===== src/rtl/vlr3d_pkg.sv =====
// ----------------------------------------------------------------------------
// vlr3d_pkg
// Shared widths, register indexes and controller/datapath interface types
// for the 3D voxel line rasterizer.
// ----------------------------------------------------------------------------
package vlr3d_pkg;

  // Result and configuration field widths
  localparam int unsigned ADDR_W     = 18;
  localparam int unsigned VAL_W      = 8;
  localparam int unsigned ROW_W      = 7;
  localparam int unsigned PLANE_W    = 13;
  localparam int unsigned CFG_IDX_W  = 1;
  localparam int unsigned CFG_DATA_W = 13;

  // Configuration register indexes
  localparam logic [CFG_IDX_W-1:0] REG_ROW_STRIDE   = 1'b0;
  localparam logic [CFG_IDX_W-1:0] REG_PLANE_STRIDE = 1'b1;

  // Register reset values
  localparam logic [ROW_W-1:0]   ROW_STRIDE_RST   = 7'd8;
  localparam logic [PLANE_W-1:0] PLANE_STRIDE_RST = 13'd64;

  // Controller to datapath commands
  typedef struct packed {
    logic load;  // capture a new line request
    logic init;  // set up cursor, error terms and step deltas
    logic emit;  // move cursor into output register and advance
  } vlr3d_cmd_t;

  // Datapath to controller status
  typedef struct packed {
    logic last;  // cursor sits on the second endpoint
  } vlr3d_status_t;

endpackage


===== src/rtl/voxel_line_rasterizer_3d_core.sv =====
// ----------------------------------------------------------------------------
// voxel_line_rasterizer_3d_core
// 3D Bresenham line walker: one line request in, one frame-buffer write per
// voxel out, address z*plane_stride + y*row_stride + x modulo 2^18.
// ----------------------------------------------------------------------------
//
//  channel | direction | handshake            | payload
//  --------+-----------+----------------------+-------------------------------
//  in      | input     | in_valid_i/in_stall_o  | start_{x,y,z}, end_{x,y,z},
//          |           |                      | brightness
//  out     | output    | out_valid_o/out_stall_i| voxel_address, write_value,
//          |           |                      | last_point
//  cfg     | input     | cfg_valid_i/cfg_ready_o| cfg_index (0 row, 1 plane),
//          |           |                      | cfg_data
//
//  A line whose dominant axis length is L yields L+1 items, one per cycle
//  while the output is not stalled; after accept, a request passes through
//  setup before the single cursor stepper issues its items.
//  Reset clears the controller and restores strides to 8 and 64.
//  A stalled output freezes the stepper; the next request is taken as soon
//  as the last item of the current one sits in the output register.
// ----------------------------------------------------------------------------
module voxel_line_rasterizer_3d_core import vlr3d_pkg::*; #(
  parameter int unsigned COORD_BITS = 6
) (
  input  logic                  clk_i,
  input  logic                  rst_ni,
  // request channel
  input  logic                  in_valid_i,
  output logic                  in_stall_o,
  input  logic [COORD_BITS-1:0] start_x_i,
  input  logic [COORD_BITS-1:0] start_y_i,
  input  logic [COORD_BITS-1:0] start_z_i,
  input  logic [COORD_BITS-1:0] end_x_i,
  input  logic [COORD_BITS-1:0] end_y_i,
  input  logic [COORD_BITS-1:0] end_z_i,
  input  logic [VAL_W-1:0]      brightness_i,
  // voxel write channel
  output logic                  out_valid_o,
  input  logic                  out_stall_i,
  output logic [ADDR_W-1:0]     voxel_address_o,
  output logic [VAL_W-1:0]      write_value_o,
  output logic                  last_point_o,
  // configuration write channel
  input  logic                  cfg_valid_i,
  output logic                  cfg_ready_o,
  input  logic [CFG_IDX_W-1:0]  cfg_index_i,
  input  logic [CFG_DATA_W-1:0] cfg_data_i
);

  vlr3d_cmd_t    cmd;
  vlr3d_status_t status;

  // Strides are to change only between requests; the block does not enforce this and cfg_ready_o is tied high.
  assign cfg_ready_o = 1'b1;

  // Sequencer: capture, setup, then one step per free output slot
  vlr3d_ctrl u_ctrl (
    .clk_i       (clk_i),
    .rst_ni      (rst_ni),
    .in_valid_i  (in_valid_i),
    .in_stall_o  (in_stall_o),
    .out_valid_o (out_valid_o),
    .out_stall_i (out_stall_i),
    .status_i    (status),
    .cmd_o       (cmd)
  );

  // Cursor, error terms, strides and output register
  vlr3d_dp #(
    .CoordBits (COORD_BITS)
  ) u_dp (
    .clk_i           (clk_i),
    .rst_ni          (rst_ni),
    .cfg_we_i        (cfg_valid_i & cfg_ready_o),
    .cfg_index_i     (cfg_index_i),
    .cfg_data_i      (cfg_data_i),
    .start_x_i       (start_x_i),
    .start_y_i       (start_y_i),
    .start_z_i       (start_z_i),
    .end_x_i         (end_x_i),
    .end_y_i         (end_y_i),
    .end_z_i         (end_z_i),
    .brightness_i    (brightness_i),
    .cmd_i           (cmd),
    .status_o        (status),
    .voxel_address_o (voxel_address_o),
    .write_value_o   (write_value_o),
    .last_point_o    (last_point_o)
  );

endmodule


===== src/rtl/vlr3d_ctrl.sv =====
// ----------------------------------------------------------------------------
// vlr3d_ctrl
// Sequencer for one line request: capture, set up, then step one voxel per
// free output slot until the second endpoint has been issued.
// ----------------------------------------------------------------------------
module vlr3d_ctrl import vlr3d_pkg::*; (
  input  logic          clk_i,
  input  logic          rst_ni,
  input  logic          in_valid_i,
  output logic          in_stall_o,
  output logic          out_valid_o,
  input  logic          out_stall_i,
  input  vlr3d_status_t status_i,
  output vlr3d_cmd_t    cmd_o
);

  typedef enum logic [1:0] {
    ST_IDLE,
    ST_INIT,
    ST_RUN
  } state_e;

  state_e state_q, state_d;
  logic   out_valid_q, out_valid_d;
  logic   out_free;

  assign out_free = !out_valid_q || !out_stall_i;

  always_comb begin
    cmd_o.load = (state_q == ST_IDLE) && in_valid_i;
    cmd_o.init = (state_q == ST_INIT);
    cmd_o.emit = (state_q == ST_RUN) && out_free;
  end

  always_comb begin
    state_d     = state_q;
    out_valid_d = out_valid_q && out_stall_i;
    case (state_q)
      ST_IDLE: begin
        if (in_valid_i) begin
          state_d = ST_INIT;
        end
      end
      ST_INIT: begin
        state_d = ST_RUN;
      end
      ST_RUN: begin
        if (out_free) begin
          out_valid_d = 1'b1;
          if (status_i.last) begin
            state_d = ST_IDLE;
          end
        end
      end
      default: begin
        state_d = ST_IDLE;
      end
    endcase
  end

  always_ff @(posedge clk_i or negedge rst_ni) begin
    if (!rst_ni) begin
      state_q     <= ST_IDLE;
      out_valid_q <= 1'b0;
    end else begin
      state_q     <= state_d;
      out_valid_q <= out_valid_d;
    end
  end

  assign in_stall_o  = (state_q != ST_IDLE);
  assign out_valid_o = out_valid_q;

`ifndef ASSERT_OFF
  a_accept_to_init: assert property (@(posedge clk_i) disable iff (!rst_ni)
    cmd_o.load |=> state_q == ST_INIT)
    else $error("accepted request did not enter setup");

  a_init_to_run: assert property (@(posedge clk_i) disable iff (!rst_ni)
    state_q == ST_INIT |=> state_q == ST_RUN && !cmd_o.load)
    else $error("setup did not enter run");

  a_emit_valid: assert property (@(posedge clk_i) disable iff (!rst_ni)
    cmd_o.emit |=> out_valid_o)
    else $error("issued voxel not presented");

  a_last_exit: assert property (@(posedge clk_i) disable iff (!rst_ni)
    cmd_o.emit && status_i.last |=> state_q == ST_IDLE)
    else $error("run continued past second endpoint");
`endif

endmodule


===== src/rtl/vlr3d_dp.sv =====
// ----------------------------------------------------------------------------
// vlr3d_dp
// Stepping datapath: stride registers, request capture, cursor address,
// two minor-axis error terms, step counter and the output register.
// ----------------------------------------------------------------------------
module vlr3d_dp import vlr3d_pkg::*; #(
  parameter int unsigned CoordBits = 6
) (
  input  logic                  clk_i,
  input  logic                  rst_ni,
  input  logic                  cfg_we_i,
  input  logic [CFG_IDX_W-1:0]  cfg_index_i,
  input  logic [CFG_DATA_W-1:0] cfg_data_i,
  input  logic [CoordBits-1:0]  start_x_i,
  input  logic [CoordBits-1:0]  start_y_i,
  input  logic [CoordBits-1:0]  start_z_i,
  input  logic [CoordBits-1:0]  end_x_i,
  input  logic [CoordBits-1:0]  end_y_i,
  input  logic [CoordBits-1:0]  end_z_i,
  input  logic [VAL_W-1:0]      brightness_i,
  input  vlr3d_cmd_t            cmd_i,
  output vlr3d_status_t         status_o,
  output logic [ADDR_W-1:0]     voxel_address_o,
  output logic [VAL_W-1:0]      write_value_o,
  output logic                  last_point_o
);

  localparam int unsigned LW  = CoordBits + 1;  // twice a length
  localparam int unsigned EW  = CoordBits + 3;  // signed error term
  localparam int unsigned ZPW = CoordBits + PLANE_W;
  localparam int unsigned YPW = CoordBits + ROW_W;

  // Stride registers
  logic [ROW_W-1:0]   row_stride_q;
  logic [PLANE_W-1:0] plane_stride_q;

  always_ff @(posedge clk_i or negedge rst_ni) begin
    if (!rst_ni) begin
      row_stride_q   <= ROW_STRIDE_RST;
      plane_stride_q <= PLANE_STRIDE_RST;
    end else if (cfg_we_i) begin
      case (cfg_index_i)
        REG_ROW_STRIDE:   row_stride_q   <= cfg_data_i[ROW_W-1:0];
        REG_PLANE_STRIDE: plane_stride_q <= cfg_data_i[PLANE_W-1:0];
        default: ;
      endcase
    end
  end

  // Request capture: lengths, directions, partial address products
  logic                 neg_x_d, neg_y_d, neg_z_d;
  logic [CoordBits-1:0] len_x_d, len_y_d, len_z_d;
  logic                 neg_x_q, neg_y_q, neg_z_q;
  logic [CoordBits-1:0] len_x_q, len_y_q, len_z_q;
  logic [ZPW-1:0]       zprod_q;
  logic [YPW-1:0]       yprod_q;
  logic [CoordBits-1:0] x_q;
  logic [VAL_W-1:0]     val_q;

  always_comb begin
    neg_x_d = end_x_i < start_x_i;
    neg_y_d = end_y_i < start_y_i;
    neg_z_d = end_z_i < start_z_i;
    len_x_d = neg_x_d ? start_x_i - end_x_i : end_x_i - start_x_i;
    len_y_d = neg_y_d ? start_y_i - end_y_i : end_y_i - start_y_i;
    len_z_d = neg_z_d ? start_z_i - end_z_i : end_z_i - start_z_i;
  end

  always_ff @(posedge clk_i) begin
    if (cmd_i.load) begin
      neg_x_q <= neg_x_d;
      neg_y_q <= neg_y_d;
      neg_z_q <= neg_z_d;
      len_x_q <= len_x_d;
      len_y_q <= len_y_d;
      len_z_q <= len_z_d;
      zprod_q <= ZPW'(start_z_i) * ZPW'(plane_stride_q);
      yprod_q <= YPW'(start_y_i) * YPW'(row_stride_q);
      x_q     <= start_x_i;
      val_q   <= brightness_i;
    end
  end

  // Setup: dominant axis, signed address steps, initial error terms
  logic [ADDR_W-1:0]    dx, dy, dz;
  logic [ADDR_W-1:0]    d_maj_d, d_m1_d, d_m2_d;
  logic [CoordBits-1:0] n_d, lm1_d, lm2_d;
  logic [ADDR_W-1:0]    addr_init;

  always_comb begin
    dx = neg_x_q ? ADDR_W'(0) - ADDR_W'(1) : ADDR_W'(1);
    dy = neg_y_q ? ADDR_W'(0) - ADDR_W'(row_stride_q) : ADDR_W'(row_stride_q);
    dz = neg_z_q ? ADDR_W'(0) - ADDR_W'(plane_stride_q) : ADDR_W'(plane_stride_q);
    if (len_x_q >= len_y_q && len_x_q >= len_z_q) begin
      n_d = len_x_q; lm1_d = len_y_q; lm2_d = len_z_q;
      d_maj_d = dx;  d_m1_d = dy;     d_m2_d = dz;
    end else if (len_y_q >= len_z_q) begin
      n_d = len_y_q; lm1_d = len_x_q; lm2_d = len_z_q;
      d_maj_d = dy;  d_m1_d = dx;     d_m2_d = dz;
    end else begin
      n_d = len_z_q; lm1_d = len_y_q; lm2_d = len_x_q;
      d_maj_d = dz;  d_m1_d = dy;     d_m2_d = dx;
    end
    addr_init = ADDR_W'(zprod_q) + ADDR_W'(yprod_q) + ADDR_W'(x_q);
  end

  // Cursor
  logic [ADDR_W-1:0]    addr_q, d_maj_q, d_m1_q, d_m2_q;
  logic signed [EW-1:0] e1_q, e2_q;
  logic [LW-1:0]        two_lm1_q, two_lm2_q, two_n_q;
  logic [CoordBits-1:0] cnt_q;
  logic                 step1, step2;
  logic [ADDR_W-1:0]    addr_next;
  logic signed [EW-1:0] e1_next, e2_next;

  always_comb begin
    step1     = !e1_q[EW-1] && (e1_q != '0);
    step2     = !e2_q[EW-1] && (e2_q != '0);
    addr_next = addr_q + d_maj_q + (step1 ? d_m1_q : '0) + (step2 ? d_m2_q : '0);
    e1_next   = e1_q - (step1 ? $signed(EW'(two_n_q)) : '0) + $signed(EW'(two_lm1_q));
    e2_next   = e2_q - (step2 ? $signed(EW'(two_n_q)) : '0) + $signed(EW'(two_lm2_q));
  end

  always_ff @(posedge clk_i) begin
    if (cmd_i.init) begin
      addr_q    <= addr_init;
      d_maj_q   <= d_maj_d;
      d_m1_q    <= d_m1_d;
      d_m2_q    <= d_m2_d;
      two_lm1_q <= {lm1_d, 1'b0};
      two_lm2_q <= {lm2_d, 1'b0};
      two_n_q   <= {n_d, 1'b0};
      e1_q      <= $signed(EW'({lm1_d, 1'b0})) - $signed(EW'(n_d));
      e2_q      <= $signed(EW'({lm2_d, 1'b0})) - $signed(EW'(n_d));
    end else if (cmd_i.emit) begin
      addr_q <= addr_next;
      e1_q   <= e1_next;
      e2_q   <= e2_next;
    end
  end

  always_ff @(posedge clk_i or negedge rst_ni) begin
    if (!rst_ni) begin
      cnt_q <= '0;
    end else if (cmd_i.init) begin
      cnt_q <= n_d;
    end else if (cmd_i.emit && !status_o.last) begin
      cnt_q <= cnt_q - CoordBits'(1);
    end
  end

  assign status_o.last = (cnt_q == '0);

  // Output register: loads only when the controller finds the slot free
  logic [ADDR_W-1:0] out_addr_q;
  logic [VAL_W-1:0]  out_val_q;
  logic              out_last_q;

  always_ff @(posedge clk_i) begin
    if (cmd_i.emit) begin
      out_addr_q <= addr_q;
      out_val_q  <= val_q;
      out_last_q <= status_o.last;
    end
  end

  assign voxel_address_o = out_addr_q;
  assign write_value_o   = out_val_q;
  assign last_point_o    = out_last_q;

`ifndef ASSERT_OFF
  a_cnt_down: assert property (@(posedge clk_i) disable iff (!rst_ni)
    cmd_i.emit && !status_o.last |=> cnt_q == $past(cnt_q) - CoordBits'(1))
    else $error("step counter did not decrement");

  a_last_flag: assert property (@(posedge clk_i) disable iff (!rst_ni)
    cmd_i.emit |=> out_last_q == ($past(cnt_q) == '0))
    else $error("last flag does not match step counter");

  a_cmd_excl: assert property (@(posedge clk_i) disable iff (!rst_ni)
    $countones({cmd_i.load, cmd_i.init, cmd_i.emit}) <= 1)
    else $error("conflicting datapath commands");
`endif

endmodule

===== config.mk =====
export PLATFORM = sky130hd
export DESIGN_NAME = voxel_line_rasterizer_3d_core
export DESIGN_NICKNAME = d
export VERILOG_FILES = /design/src/rtl/vlr3d_pkg.sv /design/src/rtl/voxel_line_rasterizer_3d_core.sv /design/src/rtl/vlr3d_ctrl.sv /design/src/rtl/vlr3d_dp.sv
export SDC_FILE = /design/constraint.sdc
export NUM_CORES = 1
export LEC_CHECK = 0
export BUFFER_PORTS_ARGS = -buffer_cell sky130_fd_sc_hd__buf_2
export CAP_MARGIN = 20
export CORE_ASPECT_RATIO = 1.75
export CORE_UTILIZATION = 64
export CTS_CLUSTER_DIAMETER = 60
export CTS_CLUSTER_SIZE = 14
export DETAILED_ROUTE_END_ITERATION = 8
export GPL_ROUTABILITY_DRIVEN = 1
export GPL_TIMING_DRIVEN = 0
export PLACE_DENSITY = 0.83
export SLEW_MARGIN = 25
export SYNTH_ARGS = -nofsm -noshare
export SYNTH_HDL_FRONTEND = slang
export SYNTH_HIERARCHICAL = 1
export SYNTH_SLANG_ARGS = --single-unit

===== constraint.sdc =====
create_clock -name clk_i -period 11.4 [get_ports clk_i]
set_input_delay 2.28 -clock clk_i [delete_from_list [all_inputs] [get_ports clk_i]]
set_output_delay 2.28 -clock clk_i [all_outputs]
set_load 0.02 [all_outputs]

Word level (Yosys, flattened, before mapping)
Cells that the tools add are included.

Input bits: 63. Flip-flop bits (word level): 230. Logic and storage cells: 120.

Reduce and logical (&&, ||, !) cells: 23. Equal/unequal tests: 5. Order comparisons: 6. Mux-type cells: 36. Bitwise operators: 1. Multiply operators: 2. $add $sub $neg: 20.

Operators with widths (count): two-way mux 18 bit (13); two-way mux 6 bit (11); adder 18 bit (3); two-way mux 9 bit (4); subtractor 6 bit (6); adder 18 x 13 -> 18 bit (1); adder 18 x 6 -> 18 bit (1); adder 9 x 7 -> 9 bit (2); >= comparator 6 bit (3); < comparator 6 bit (3); multiplier 6 x 13 -> 18 bit (1); nonzero test 9 bit (2); subtractor 9 bit (2); subtractor 7 x 6 -> 8 bit (2); two-way mux 7 bit (2); subtractor 1 x 13 -> 14 bit, first input constant (1); multiplier 6 x 7 -> 13 bit (1); subtractor 1 x 7 -> 8 bit, first input constant (1); logical AND 1 bit (7); zero test 6 bit (1); two-way mux 2 bit (3); one-hot mux 2 bit (3 select lines) (1); nonzero test 2 bit (3); subtractor 6 x 1 -> 6 bit, second input constant (1); other kinds (11) (18).

Logic depth before layout (Yosys ltp)
Depth after elaboration: 7. Depth in mapped cells: 20.

Cells and area by module
Netlist, hierarchy kept.

By module, submodules not included: vlr3d_dp (times used 1, cells an instance 1714, area each 17274.1 sq um, sequential area each 6118.4 sq um); vlr3d_ctrl (times used 1, cells an instance 15, area each 140.1 sq um, sequential area each 75.1 sq um); voxel_line_rasterizer_3d_core (times used 1, cells an instance 2, area each 11.3 sq um, sequential area each 0.0 sq um).

Worst setup path before layout
OpenSTA, ideal clock, no wires.

Path kind: input-to-reg. Start point: input start_z_i[5]. End point: register u_dp.zprod_q[17] (data pin). Path slack: 5.381 ns. Stages on the path: 16. Library setup time: 0.260 ns. Arrival time: 5.759 ns. Data required time: 11.140 ns. Buffers on the path: 1. Cells stage by stage: clkbuf_1 inv_1 nor2_1 fa_1 fa_1 inv_1 fa_1 inv_1 ha_1 a21oi_1 nand2b_1 a211oi_1 nor3_1 o41ai_1 a21oi_1 xnor2_1.

Longest elaborated chain between the ends: 1.

Ends and longest elaborated chain: start, declared (line voxel_line_rasterizer_3d_core.sv:33) `input logic [COORD_BITS-1:0] start_z_i,`; multiplier 6 x 13 -> 18 bit (line vlr3d_dp.sv:77) `zprod_q <= ZPW'(start_z_i) * ZPW'(plane_stride_q);`; end signal, assigned (line vlr3d_dp.sv:77); end, declared (line vlr3d_dp.sv:55) `logic [ZPW-1:0] zprod_q;`.

No other way between the ends. A chain may end at the register's enable or synchronous reset.

Worst setup path after layout
Ends and elaborated chain as after synthesis.

==> qor.yml <==
logic_synthesis:
  yosysTopAreaCellShare: 0.314
  yosysUniqueCellTypes: 66
  async_flop_share: 0.137
  synth_xor_area_frac: 0.0493
  synthSimpleGateAreaFrac: 0.123
  synthTopCellsByCount: "inv_1 (281), edfxtp_1 (182), ha_1 (161)"
  syn_area_mm2: 0.0174
  synth_most_common_cell: "inv_1"
  synthAdderAreaFrac: 0.263
  synth_top_family_by_area: "adder cells"
  syn_nets: 2083
  synth_edf_count: 182
  avgSynthCellArea_um2: 10.1
  syn_inst: 1731
  synth_compound_area_frac: 0.107
  synth_warnings: 6
  yosys.area.top_type: "edfxtp_1"
  synth-main-ff-cell: "edfxtp_1"
  ys_ff_latch: 211
  synth_seq_area_share: 0.355
  synth_area_leaders: "edfxtp_1 (31%), fa_1 (15%), ha_1 (12%)"
  synthMuxAreaShare: 0.0297
die:
  core-area_mm2: 0.0267
  die_area_mm2: 0.0279
  io_pins: 93
  die_w_um: 127
  initial_core_util: 0.653
  num_rows: 79
  die_h_um: 220
setup_path:
  cp.arrival_ns: 6.52
  critPathCaptureType: "flop"
  path_cells: "buf_2 > clkbuf_1 > inv_1 > nor2_1 > fa_1 > fa_1 > inv_1 > fa_1 > inv_1 > ha_1 > a21oi_1 > nand2b_1 > a211oi_1 > nor3_1 > o41ai_1 > a21oi_1 > xnor2_1"
  r2r_cells: 18
  cp_slowest_cell: "fa_1"
  cp_slowest_stage_delay_ns: 0.54
  crit_required_ns: 11.63
  critPathLaunchType: "input port"
  critPathKind: "in -> reg"
  critPathMaxFanout: 10
  worst_r2r_endpoint: "u_dp/addr_q[17]"
  rrSetupSlack_ns: 6.28
  reg2reg_from: "u_dp/e1_q[7]"
route:
  num_vias: 12727
  ant_nets: 0
  drc: 0
  drt-pass1-iter-count: 5
  routed_wl_mm: 39.8
  post_drt_wl_per_cell_um: 18.2
  drt_iter0_drc: 743
  via_per_inst: 5.83
global_routing:
  grt_usage: 0.293
  antenna_found_initial: 0
  grt_use_met1: 0.300
  grt_overflow: 0
  grt_max_degree: 59
  grt_pass1_vias: 13080
  busiest_layer: "met2"
  grtUsageMet3: 0.0300
  grt_pass1_wl_mm: 63.0
  gr-usage-met2: 0.571
layout:
  insertedDiodeCount: 0
  final_util: 0.710
  fin_nets: 2198
  stdcell_count: 2182
  stdcell_area_mm2: 0.0190
  area_delta_synth_final_pct: 8.80
  layout-drive-gt1-share: 0.0872
sta:
  fin_crit_ns: 6.29
  fmax_mhz: 159
  setup_viol: 0
  tns_ns: 0
  rsz0062_at_grt: "no"
  clock-skew-final_ns: 0.0138
  finalHoldViolCount: 0
  max-slew-margin-rel: 0.390
  period_share: 0.552
  worst_pin_slew_ns: 0.915
  maxSlewViolCount: 0
placed_design:
  io_buffers: 91
  gp_congestion: 0.908
  dp_hpwl_mm: 32.0
  dp.cells: 2149
  place_area_mm2: 0.0184
clock_network:
  cts_root_buffer: "clkbuf_16"
  cts_buffers: 19
  numClockSinks: 211
  post_cts_buffers: 0
  worstSkewPairLatency_ns: 0.49
  path_clk_slew_ns: 0.07
  clock_path_buffers: 3
  post_cts_resized: 0
  cts_tree: "built"
  cts_hold_buf: 0
  cts.htree.levels: 1
min_path:
  whs_path_depth: 0
  hp-class: "reg -> reg"
  min_to: "u_dp/write_value_o[2]"
  hp-start: "u_dp/val_q[2]"
status:
  status: "finished clean"
flow_run:
  drv_cap: 0
## logic make-up (layout without fill, tap and decap cells)
kind of cell    Yosys count  in the layout
fa+ha+maj               289            289
buf+inv                 336            463
compound gates          302            302
other cells               1              1
simple gates            446            446
mux                      48             48
xor+xnor                 98             98
flops                   211            211
## critical path: cells and delay by family
| kind | cells | cell delay, ns |
|---|---|---|
| compound gates | 4 | 0.95 |
| xor+xnor | 1 | 0.14 |
| fa+ha+maj | 4 | 1.84 |
| buf+inv | 5 | 0.80 |
| simple gates | 3 | 0.52 |
## through the flow
step / setup WS [ns] / hold slack, ns
2_1_floorplan: 5.38 / 0.400
3_3_place_gp: 4.66 / 0.405
3_5_place_dp: 4.60 / 0.408
4_1_cts: 5.10 / 0.426
5_1_grt: 4.85 / 0.442
6_report: 5.11 / 0.419
## cells in the final DEF (no fill, tap or decap), types with 15 or more instances in the layout
cell type  Yosys  routed
ha_1         161     161
nand3_1       16      16
xnor2_1       61      61
xor2_1        37      37
fa_1         128     128
buf_2          4      95
a21o_1        33      33
clkbuf_1      44      55
nand2b_1      21      21
mux2i_1       21      21
edfxtp_1     182     182
nor2b_1       15      15
clkbuf_16      0      20
inv_1        281     281
nor3_1        22      22
nand2_1      153     153
dfrtp_1       27      27
a21oi_1       92      91
mux2_2        26      26
nor2_1       100      99
o21ai_0       69      69
and2_1        72      72
## area by class of cell
type	count	area, um^2
well taps	324	405
clock buffers	31	542
fillers	1955	7730
flip-flops and latches	211	6190
plain buffers	53	211
multi-input cells	1184	9980
inverters	283	1060
clock inverters	2	36.3
repair buffers	94	531
## metal layers
metal	up-vias	wire, um
li1	6016	-
met1	6165	13900
met2	420	21800
met3	126	1750
met4	0	2390
met5	-	0
## sequential cells by signal, indices dropped and copies added, names as in the netlist, 7 cells and up
| name | flops |
|---|---|
| u_dp/addr_q | 18 |
| u_dp/d_m1_q | 8 |
| u_dp/d_m2_q | 14 |
| u_dp/d_maj_q | 14 |
| u_dp/e1_q | 9 |
| u_dp/e2_q | 8 |
| u_dp/plane_stride_q | 13 |
| u_dp/row_stride_q | 7 |
| u_dp/val_q | 8 |
| u_dp/voxel_address_o | 18 |
| u_dp/write_value_o | 8 |
| u_dp/yprod_q | 13 |
| u_dp/zprod_q | 18 |
## worst max-delay path by stage
| stage | from | end | slack (ns) | cells past startpoint |
|---|---|---|---|---|
| after floorplan | start_z_i[5] | u_dp/zprod_q[17] | 5.38 | 16 |
| after global placement | in_valid_i | u_dp/x_q[0] | 4.66 | 3 |
| after detailed placement | start_z_i[5] | u_dp/zprod_q[17] | 4.60 | 17 |
| after CTS | start_z_i[5] | u_dp/zprod_q[17] | 5.10 | 17 |
| after global routing | start_z_i[5] | u_dp/zprod_q[17] | 4.85 | 17 |
| final | start_z_i[5] | u_dp/zprod_q[17] | 5.11 | 17 |
Power is not shown: default switching activity piles up to over one toggle a cycle in this logic, so the estimate is an artifact.
